==> src/hw/rtl/ihc_pkg.sv <==
// shared types, constants and verdict codes for the ipv4 header ingress checker
// no dependencies; imported by every module of the block
package ihc_pkg;

  // link and ip header limits
  localparam int LINK_HEADER_BYTES   = 14;
  localparam int MIN_IP_HEADER_BYTES = 20;

  // stream widths
  localparam int IN_DATA_W    = 32;
  localparam int IN_USER_W    = 2;
  localparam int OUT_FIELDS_W = 34;
  localparam int OUT_DATA_W   = 40;

  // verdict codes
  localparam logic [2:0] VERDICT_OK           = 3'd0;
  localparam logic [2:0] VERDICT_OTHER_HOST   = 3'd1;
  localparam logic [2:0] VERDICT_TOO_SMALL    = 3'd2;
  localparam logic [2:0] VERDICT_NOT_V4       = 3'd3;
  localparam logic [2:0] VERDICT_SHORT_HEADER = 3'd4;
  localparam logic [2:0] VERDICT_CHECKSUM     = 3'd5;
  localparam logic [2:0] VERDICT_LENGTH       = 3'd6;
  localparam logic [2:0] VERDICT_TRUNCATED    = 3'd7;

  // header word positions and field values
  localparam logic [3:0]  IPV4_VERSION   = 4'd4;
  localparam logic [4:0]  TOTAL_LEN_WORD = 5'd1;
  localparam logic [4:0]  PROTOCOL_WORD  = 5'd4;
  localparam logic [15:0] CHECKSUM_GOOD  = 16'hffff;

  // per-packet state; acc is a one's-complement sum with end-around carry
  typedef struct packed {
    logic [15:0] acc;
    logic [4:0]  word_count;
    logic [5:0]  header_len;
    logic [15:0] total_len;
    logic [15:0] frame_len;
    logic [7:0]  protocol;
    logic        idle;
  } ihc_state_t;

  typedef struct packed {
    logic [15:0] header_word;
    logic        first_word;
    logic        last_word;
    logic [15:0] frame_bytes;
    logic        for_other_host;
  } ihc_item_t;

  typedef struct packed {
    logic [2:0]  verdict;
    logic [5:0]  header_bytes;
    logic [15:0] total_length;
    logic        needs_trim;
    logic [7:0]  protocol_number;
  } ihc_result_t;

endpackage

==> src/hw/rtl/ihc_step.sv <==
// per-word header checking logic: next packet state and optional verdict
// depends on ihc_pkg
module ihc_step (
  input  ihc_pkg::ihc_state_t  state_i,
  input  ihc_pkg::ihc_item_t   item_i,
  output ihc_pkg::ihc_state_t  state_o,
  output logic                 emit_o,
  output ihc_pkg::ihc_result_t result_o
);
  import ihc_pkg::*;

  always_comb begin
    ihc_state_t  base;
    logic        go;
    logic [2:0]  verdict;
    logic [16:0] acc_sum;
    logic [15:0] acc_fold;
    logic [16:0] frame_limit;
    logic [4:0]  wc_next;
    logic [5:0]  ihl_bytes;

    base        = state_i;
    go          = 1'b0;
    emit_o      = 1'b0;
    verdict     = VERDICT_OK;
    acc_sum     = '0;
    acc_fold    = '0;
    wc_next     = '0;
    ihl_bytes   = {item_i.header_word[11:8], 2'b00};

    // first word: fresh packet, early checks in priority order
    if (item_i.first_word) begin
      base.acc        = '0;
      base.word_count = '0;
      base.header_len = '0;
      base.total_len  = '0;
      base.protocol   = '0;
      base.frame_len  = item_i.frame_bytes;
      base.idle       = 1'b0;
      if (item_i.for_other_host) begin
        emit_o  = 1'b1;
        verdict = VERDICT_OTHER_HOST;
      end else if (item_i.frame_bytes < 16'(LINK_HEADER_BYTES + MIN_IP_HEADER_BYTES)) begin
        emit_o  = 1'b1;
        verdict = VERDICT_TOO_SMALL;
      end else if (item_i.header_word[15:12] != IPV4_VERSION) begin
        emit_o  = 1'b1;
        verdict = VERDICT_NOT_V4;
      end else begin
        base.header_len = ihl_bytes;
        if (ihl_bytes < 6'(MIN_IP_HEADER_BYTES)) begin
          emit_o  = 1'b1;
          verdict = VERDICT_SHORT_HEADER;
        end else begin
          go = 1'b1;
        end
      end
    end else if (!state_i.idle) begin
      go = 1'b1;
    end

    state_o     = base;
    frame_limit = 17'(LINK_HEADER_BYTES) + {1'b0, base.total_len};

    if (go) begin
      if (base.word_count == TOTAL_LEN_WORD) begin
        state_o.total_len = item_i.header_word;
      end
      if (base.word_count == PROTOCOL_WORD) begin
        state_o.protocol = item_i.header_word[7:0];
      end
      // end-around carry keeps the folded sum in 16 bits
      acc_sum            = {1'b0, base.acc} + {1'b0, item_i.header_word};
      acc_fold           = acc_sum[15:0] + {15'd0, acc_sum[16]};
      state_o.acc        = acc_fold;
      wc_next            = base.word_count + 5'd1;
      state_o.word_count = wc_next;
      frame_limit        = 17'(LINK_HEADER_BYTES) + {1'b0, state_o.total_len};

      // header complete after header_len / 2 words
      if (wc_next == base.header_len[5:1]) begin
        emit_o = 1'b1;
        if (acc_fold != CHECKSUM_GOOD) begin
          verdict = VERDICT_CHECKSUM;
        end else if (state_o.total_len < {10'd0, base.header_len} ||
                     {1'b0, base.frame_len} < frame_limit) begin
          verdict = VERDICT_LENGTH;
        end else begin
          verdict = VERDICT_OK;
        end
      end else if (item_i.last_word) begin
        emit_o  = 1'b1;
        verdict = VERDICT_TRUNCATED;
      end
    end

    if (emit_o) begin
      state_o.idle = 1'b1;
    end

    result_o.verdict = verdict;
    if (verdict == VERDICT_OTHER_HOST || verdict == VERDICT_TOO_SMALL ||
        verdict == VERDICT_NOT_V4) begin
      result_o.header_bytes = '0;
    end else begin
      result_o.header_bytes = state_o.header_len;
    end
    result_o.total_length = state_o.total_len;
    if (verdict == VERDICT_OK) begin
      result_o.needs_trim      = ({1'b0, state_o.frame_len} > frame_limit);
      result_o.protocol_number = state_o.protocol;
    end else begin
      result_o.needs_trim      = 1'b0;
      result_o.protocol_number = '0;
    end
  end

endmodule

==> config.mk <==
export PLATFORM = sky130hd
export DESIGN_NAME = ihc_step
export DESIGN_NICKNAME = d
export VERILOG_FILES = /design/src/hw/rtl/ihc_pkg.sv /design/src/hw/rtl/ihc_step.sv
export SDC_FILE = /design/constraint.sdc
export NUM_CORES = 1
export LEC_CHECK = 0
export BUFFER_PORTS_ARGS = -buffer_cell sky130_fd_sc_hd__buf_2
export CELL_PAD_IN_SITES_DETAIL_PLACEMENT = 1
export CELL_PAD_IN_SITES_GLOBAL_PLACEMENT = 2
export CORE_UTILIZATION = 29
export DETAILED_ROUTE_END_ITERATION = 6
export GPL_TIMING_DRIVEN = 0
export PLACE_DENSITY_LB_ADDON = 0.1
export SLEW_MARGIN = 20
export SYNTH_ARGS = -nofsm -noshare
export SYNTH_HDL_FRONTEND = slang
export SYNTH_SLANG_ARGS = --single-unit
==> constraint.sdc <==
create_clock -name vclk -period 17.7
set_input_delay 1.77 -clock vclk [all_inputs]
set_output_delay 1.77 -clock vclk [all_outputs]
set_load 0.05 [all_outputs]
# ---- Yosys cells after proc, flatten, opt, wreduce, memory -nomap -nowiden
# Cells that the tools add are included.
dict set report word_totals {
  input_bits 103
  output_inout_bits 103
  wordCells 60
  register_bits 0
}
dict set report op_classes {
  magnitude_cmp 5
  n_mux 38
  n_eq_ne 8
  n_reduce_logical 4
  addsub 5
}
# op n
set op_table {}
lappend op_table {{68-bit two-way mux} 1}
lappend op_table {{16-bit two-way mux} 3}
lappend op_table {{4-bit by 16-bit adder with 17-bit output, first input constant} 2}
lappend op_table {{3-bit two-way mux} 10}
lappend op_table {{6-bit two-way mux} 4}
lappend op_table {{21-bit two-way mux} 1}
lappend op_table {{16-bit by 16-bit adder with 17-bit output} 1}
lappend op_table {{16-bit by 17-bit > comparator with 1-bit output} 1}
lappend op_table {{16-bit by 17-bit less-than comparator with 1-bit output} 1}
lappend op_table {{17-bit two-way mux} 1}
lappend op_table {{16-bit by 1-bit adder with 16-bit output} 1}
lappend op_table {{16-bit by 6-bit less-than comparator with 1-bit output} 1}
lappend op_table {{16-bit by 6-bit less-than comparator with 1-bit output, second input constant} 1}
lappend op_table {{8-bit two-way mux} 2}
lappend op_table {{16-bit != test, second input constant} 1}
lappend op_table {{1-bit two-way mux} 15}
lappend op_table {{9-bit two-way mux} 1}
lappend op_table {{3-bit by 2-bit equality test with 1-bit output, second input constant} 2}
lappend op_table {{6-bit by 5-bit less-than comparator with 1-bit output, second input constant} 1}
lappend op_table {{5-bit by 1-bit adder with 5-bit output, second input constant} 1}
lappend op_table {{5-bit by 1-bit equality test with 1-bit output, second input constant} 1}
lappend op_table {{5-bit by 3-bit equality test with 1-bit output, second input constant} 1}
lappend op_table {{5-bit equality test} 1}
lappend op_table {{4-bit by 3-bit != test with 1-bit output, second input constant} 1}
lappend op_table {{3 further kinds} 5}

# ---- Logic depth before layout (Yosys ltp)
# Gate-level depths: netlist of run 1.
dict set report logic_depth {
  ltp_word 19
  depth_mapped 30
  depth_no_buf 23
}

# ---- Worst setup path before layout of run 1
# No wires, ideal clock.
dict set report synth_path {
  kind {input to output}
  start {input item_i[18] (netlist bit)}
  end {output result_o[0] (netlist bit)}
  required_time_ns 15.930
  arrival_time_ns 8.415
  slack_ns 7.515
  path_buffers 7
  cell_stages 28
  path_cell_list {buf_6 clkbuf_8 clkbuf_8 clkbuf_1 clkbuf_1 nand2b_1 ha_1 or4b_4 nand2_4 buf_6 clkbuf_1 a21oi_1 ha_1 a2111o_1 or4_4 nor3_2 xnor2_1 mux2_4 ha_1 o21a_1 o21ai_0 nand2b_1 o311ai_0 a31o_1 or4_1 a2111oi_2 nand4_2 a21boi_1}
}
# element line_no
set synth_lines {}
lappend synth_lines {{start, declared} ihc_step.sv:5} ;# input ihc_pkg::ihc_item_t item_i,
lappend synth_lines {{end, declared} ihc_step.sv:8} ;# output ihc_pkg::ihc_result_t result_o

==> results.py, run 1 <==
metrics = {
    "hold_path": {
        "hold_path.class": "input port to output pin",
    },
    "placement": {
        "place.gp.congestion": 0.874,
        "hpwl_um": 20700,
        "post-place-ws_ps": 5610,
        "numPortBuffers": 204,
        "place_inst": 1153,
    },
    "layout": {
        "drive_gt1_share_pct": 29.2,
        "syn_to_final_growth_pct": 25.9,
        "final_cells": 1153,
        "diodes": 0,
        "nClkBuffers": 0,
        "nFlopsAndLatches": 0,
        "regArea_um2": 0,
        "nets": 1098,
        "postLayoutCoreUtil_pct": 37.7,
    },
    "die": {
        "initial_core_util_pct": 30.0,
        "die_width_um": 133,
        "die-area_um2": 17800,
        "io_pins": 206,
        "core_um2": 16700,
        "die_h_um": 133,
        "rows": 47,
    },
    "timing": {
        "relSlewSlack_pct": 42.3,
        "fin_ws_ps": 5560,
        "rsz0062_at_grt": "no",
        "post-route-min-period_ps": 12140,
        "tns_ps": 0,
        "finalHoldViolCount": 0,
        "max_freq_mhz": 82.4,
        "tightest_slew_ps": 865,
        "setup_viol": 0,
        "fin_crit_sh_pct": 68.6,
        "slew_violations": 0,
    },
    "grt": {
        "grt_use_total_pct": 26.4,
        "globalRoute.totalOverflow": 0,
        "grt_max_degree": 11,
        "grt_antenna_before_repair": 0,
        "grt_pass1_vias": 6540,
        "grt_pass1_wl_um": 37000,
    },
    "synth": {
        "ys_seq_area_share_pct": 0,
        "yosys.area.top_type_share_pct": 14.7,
        "syn_avg_cell_area_um2": 6.87,
        "synth_compound_area_share_pct": 27.6,
        "synth-simple-area-share_pct": 33.2,
        "synth_xor_area_share_pct": 10.5,
        "ys_types": 80,
        "synth_common_cells": "69 x nor2_1, 63 x nand2_1, 59 x ha_1, 50 x a21oi_1, 50 x o21ai_0",
        "syn_area_um2": 5010,
        "synth_nets": 892,
        "synth.area.top_cells": "ha_1 15%, xnor2_1 5.4%, nor2_1 5.2%, xor2_1 5.1%, a21oi_1 5.0%",
        "synth.most_common_cell": "nor2_1",
        "synth_warnings": 0,
        "synth_cells": 729,
        "synth_top_family_by_area": "simple AND/OR/NAND/NOR gates",
        "synth-adder-area-share_pct": 15.1,
        "synthMuxAreaShare_pct": 5.35,
        "synth_top_area_cell": "ha_1",
    },
    "critical_path": {
        "critPathCaptureType": "output pin",
        "critical_path_required_ps": 15930,
        "worst_setup_path_start_kind": "input port",
        "cpPeakStageDelay_ps": 650,
        "crit_path_top_delay_cell": "clkbuf_1",
        "path_buf_inv": 9,
        "crit_family": "buffers and inverters",
        "criticalPathCategory": "input port to output pin",
        "crit_path_start": "item_i[18]",
        "path_max_fanout": 10,
        "path_depth": 30,
        "endpoint": "result_o[8]",
        "arrival_ps": 10370,
    },
    "power_and_ir_drop": {
        "power_density_nw_per_um2": 43.1,
        "p_sw_mw": 0.185,
        "p_seq_share_pct": 0,
        "power_mw": 0.272,
        "switching_share_pct": 68.0,
        "vdd_drop_max_mv": 0.0169,
        "internal_power_mw": 0.0869,
        "leakage_nw": 2.99,
        "clockPowerShare_pct": 0,
        "p_comb_share_pct": 100.0,
    },
    "clocking": {
        "cts_hold_buffers": 0,
        "cts-resized-gates": 0,
        "cts_setup_buffers": 0,
    },
    "outcome": {
        "outcome": "finished, final reports clean",
    },
    "routing": {
        "vias": 6433,
        "firstDrtPassIters": 4,
        "initialDrtViolationCount": 331,
        "ant_nets": 0,
        "route.detailed.drc": 0,
        "wire_per_inst_um": 21.1,
        "vias_per_cell": 5.58,
        "wl_um": 24300,
    },
    "flow_run": {
        "cap_violations": 0,
    },
}
[kinds of logic (layout without fill, tap and decap cells)]
kind of cell    count (synthesis)  count (layout)
simple gates                  303             303
compound gates                206             206
buf+inv                        76             280
fa+ha+maj                      60              60
xor+xnor                       60              60
mux                            24              24
[power by group through the flow]
stage	clock [mW]	combinational, mW	sequential, mW
after CTS	0	0.271	0
after global routing	0	0.292	0
after floorplan	0	0.191	0
after detailed placement	0	0.270	0
final	0	0.272	0
after global placement	0	0.264	0
[how the worst min path moves through the flow]
stage	end	startpoint	cells after the start	slack, ps
after floorplan	result_o[25]	state_i[41]	1	3810
after global placement	result_o[25]	state_i[41]	3	3960
after detailed placement	result_o[25]	state_i[41]	3	3960
after CTS	result_o[25]	state_i[41]	3	3960
after global routing	result_o[25]	state_i[41]	3	3970
final	result_o[25]	state_i[41]	3	3960
[layout by cell type, fill, tap and decap left out, types with 6 or more instances in the layout]
| master | synthesis | layout |
|---|---|---|
| a22o_1 | 15 | 15 |
| a31oi_1 | 10 | 10 |
| xnor2_1 | 31 | 31 |
| inv_1 | 31 | 31 |
| nor3b_1 | 8 | 8 |
| buf_2 | 0 | 204 |
| nand4_1 | 14 | 14 |
| a21oi_1 | 50 | 50 |
| nor2b_1 | 32 | 32 |
| and3_1 | 6 | 6 |
| mux2_2 | 18 | 18 |
| nor2_1 | 69 | 69 |
| o21a_1 | 6 | 6 |
| nand2b_1 | 22 | 22 |
| nand3_1 | 20 | 20 |
| buf_4 | 16 | 16 |
| nor4_1 | 9 | 9 |
| a21o_1 | 8 | 8 |
| nor3_1 | 15 | 15 |
| nand2_1 | 63 | 63 |
| clkbuf_1 | 19 | 19 |
| ha_1 | 59 | 59 |
| xor2_1 | 29 | 29 |
| and2_1 | 8 | 8 |
| a21boi_1 | 8 | 8 |
| o21ai_0 | 50 | 50 |
[metrics by stage]
step | hold WS, ps | instance area [um2]
after global placement | 3960 | 6300
after global routing | 3970 | 6300
after floorplan | 3810 | 5010
final | 3960 | 6300
after CTS | 3960 | 6300
after detailed placement | 3960 | 6300
[area by class of cell]
| type | count | area (um2) |
|---|---|---|
| repair buffers | 204 | 1020 |
| inverters | 32 | 120 |
| well taps | 220 | 275 |
| multi-input cells | 653 | 4590 |
| plain buffers | 44 | 293 |
| fillers | 2235 | 10400 |
[worst min-delay path, cell delays in order]
cell	delay (ps)
buf_2	100
nor2b_1	120
buf_2	200
[layer usage]
metal  global-route usage, %  vias to the layer above  part of all wire [%]
li1                        -                     3072                     -
met1                    37.5                     3095                    49
met2                    43.0                      235                    44
met3                    2.63                       31                   5.7
met4                    5.05                        0                   2.1
met5                       0                        -                     0
(Power assumes the default switching activity.)
==> run 2, diff against run 1 <==
--- a/config.mk
+++ b/config.mk
@@ -8,7 +8,7 @@
 export BUFFER_PORTS_ARGS = -buffer_cell sky130_fd_sc_hd__buf_2
 export CELL_PAD_IN_SITES_DETAIL_PLACEMENT = 1
 export CELL_PAD_IN_SITES_GLOBAL_PLACEMENT = 2
-export CORE_UTILIZATION = 29
+export CORE_UTILIZATION = 24
 export DETAILED_ROUTE_END_ITERATION = 6
 export GPL_TIMING_DRIVEN = 0
 export PLACE_DENSITY_LB_ADDON = 0.1
==> constraint.sdc (replaced) <==
create_clock -name vclk -period 9.8
set_input_delay 0.98 -clock vclk [all_inputs]
set_output_delay 0.98 -clock vclk [all_outputs]
set_load 0.05 [all_outputs]
==> run 2 against run 1 <==
Against the previous run: die area up 21%; design area up 1.3%; global-route usage down 4.0 points; largest cell class unchanged; setup slack worse by 5100 ps; routed wire length up 0.84%; hold slack worse by 1600 ps; sequential cell count unchanged; power up 80%; core utilization down 6.4 points.
==> results.py, run 2 (synthesized netlist as in run 1, its figures left out) <==
metrics = {
    "routing": {
        "wire_per_inst_um": 20.4,
        "firstDrtPassIters": 4,
        "wl_um": 24500,
        "vias": 6222,
        "initialDrtViolationCount": 238,
        "route.detailed.drc": 0,
        "vias_per_cell": 5.18,
        "ant_nets": 0,
    },
    "timing": {
        "finalHoldViolCount": 0,
        "fin_crit_sh_pct": 95.6,
        "tns_ps": 0,
        "tightest_slew_ps": 889,
        "rsz0062_at_grt": "no",
        "post-route-min-period_ps": 9370,
        "setup_viol": 0,
        "max_freq_mhz": 107,
        "slew_violations": 0,
        "holdWs_ps": 2380,
        "relSlewSlack_pct": 40.0,
    },
    "critical_path": {
        "arrival_ps": 8390,
        "critical_path_required_ps": 8820,
        "criticalPathCategory": "input port to output pin",
        "path_max_fanout": 19,
        "worst_setup_path_start_kind": "input port",
        "cpPeakStageDelay_ps": 510,
        "crit_path_top_delay_cell": "or4b_4",
        "cpMostUsedCell": "ha_1",
        "critPathCaptureType": "output pin",
    },
    "layout": {
        "nets": 1097,
        "fillers": 2660,
        "final_cells": 1202,
        "nClkBuffers": 0,
        "regArea_um2": 0,
        "diodes": 0,
        "syn_to_final_growth_pct": 27.5,
        "multi_input_area_um2": 4600,
        "layout_commonest_cell": "buf_2",
        "mostFrequentLayoutCells": "204 x buf_2, 69 x nor2_1, 63 x nand2_1",
        "nFlopsAndLatches": 0,
        "drive_gt1_share_pct": 29.5,
    },
    "die": {
        "initial_core_util_pct": 24.6,
        "die_h_um": 146,
        "io_pins": 206,
        "die_width_um": 146,
        "core_um2": 20400,
        "rows": 52,
        "die-area_um2": 21400,
    },
    "grt": {
        "grt_max_degree": 20,
        "globalRoute.totalOverflow": 0,
        "grt_pass1_wl_um": 37200,
        "grt_antenna_before_repair": 0,
        "grt_use_total_pct": 22.4,
        "grt_pass1_vias": 6460,
    },
    "flow_run": {
        "cap_violations": 0,
    },
    "hold_path": {
        "holdPathEnd": "result_o[25]",
        "hold_depth": 3,
        "hp-start": "state_i[41]",
        "hold_path.class": "input port to output pin",
    },
    "clocking": {
        "cts_setup_buffers": 0,
        "cts_hold_buffers": 0,
    },
    "power_and_ir_drop": {
        "power_density_nw_per_um2": 76.5,
        "leakage_nw": 3.00,
        "vdd_drop_max_mv": 0.0300,
    },
    "placement": {
        "place_inst": 1203,
        "hpwl_um": 20900,
        "numPortBuffers": 204,
        "place.gp.congestion": 0.806,
    },
    "outcome": {
        "outcome": "finished, final reports clean",
    },
}
[run 2: changes by cell type in the layout (fill, tap and decap cells not counted)]
cell	change
nand4_2	-1
buf_4	+1
clkbuf_1	-4
nand4_4	+1
clkbuf_4	+2
[run 2: through the flow]
stage	worst slack [ps]	power, mW	util (%)	area, um2
2_1_floorplan	1200	0.344	-	5010
3_3_place_gp	-996	0.489	31.3	6360
3_5_place_dp	-911	0.489	31.3	6360
4_1_cts	35.2	0.491	31.2	6360
5_1_grt	67.3	0.531	31.3	6380
6_report	435	0.488	31.3	6380
[run 2: final cells by class]
type,instances,share of cell area [%]
inverter,32,1.88
multi-input combinational,653,72.1
timing repair buffer,204,16.0
buffer,43,4.67
tap,270,5.29
[run 2: worst max-delay path by stage]
stage,startpoint,to,slack [ps],cells past startpoint
2_1_floorplan,item_i[18],result_o[0],1200,28
3_3_place_gp,item_i[18],result_o[8],-1000,30
3_5_place_dp,item_i[18],result_o[8],-910,30
4_1_cts,item_i[18],result_o[8],40,30
5_1_grt,item_i[18],result_o[8],70,30
6_report,item_i[18],result_o[8],430,30
[run 2: report_power, final]
part / total, mW / internal, mW / leakage (nW) / switching [mW]
Sequential: 0 / 0 / 0 / 0
Combinational: 0.488 / 0.157 / 3.00 / 0.331
Clock: 0 / 0 / 0 / 0
Total: 0.488 / 0.157 / 3.00 / 0.331
[run 2: timing repair]
action                     4_1_cts  5_1_grt
gates resized for setup          2       10
pin swaps                        0        1
setup endpoints to repair       11       10
[run 2: worst max-delay path, delay by kind of cell]
| kind | cells | cell delay, ps |
|---|---|---|
| simple gates | 8 | 2460 |
| fa+ha+maj | 3 | 790 |
| compound gates | 8 | 1970 |
| xor+xnor | 1 | 90 |
| mux | 1 | 280 |
| buf+inv | 9 | 1800 |
[run 2: layer usage]
| layer | share of wire (%) | up-vias | global-route usage [%] |
|---|---|---|---|
| met5 | 0 | - | 0 |
| met4 | 1.1 | 0 | 2.60 |
| met3 | 2.8 | 14 | 1.00 |
| met2 | 53 | 134 | 44.0 |
| met1 | 43 | 3001 | 27.2 |
| li1 | - | 3073 | - |
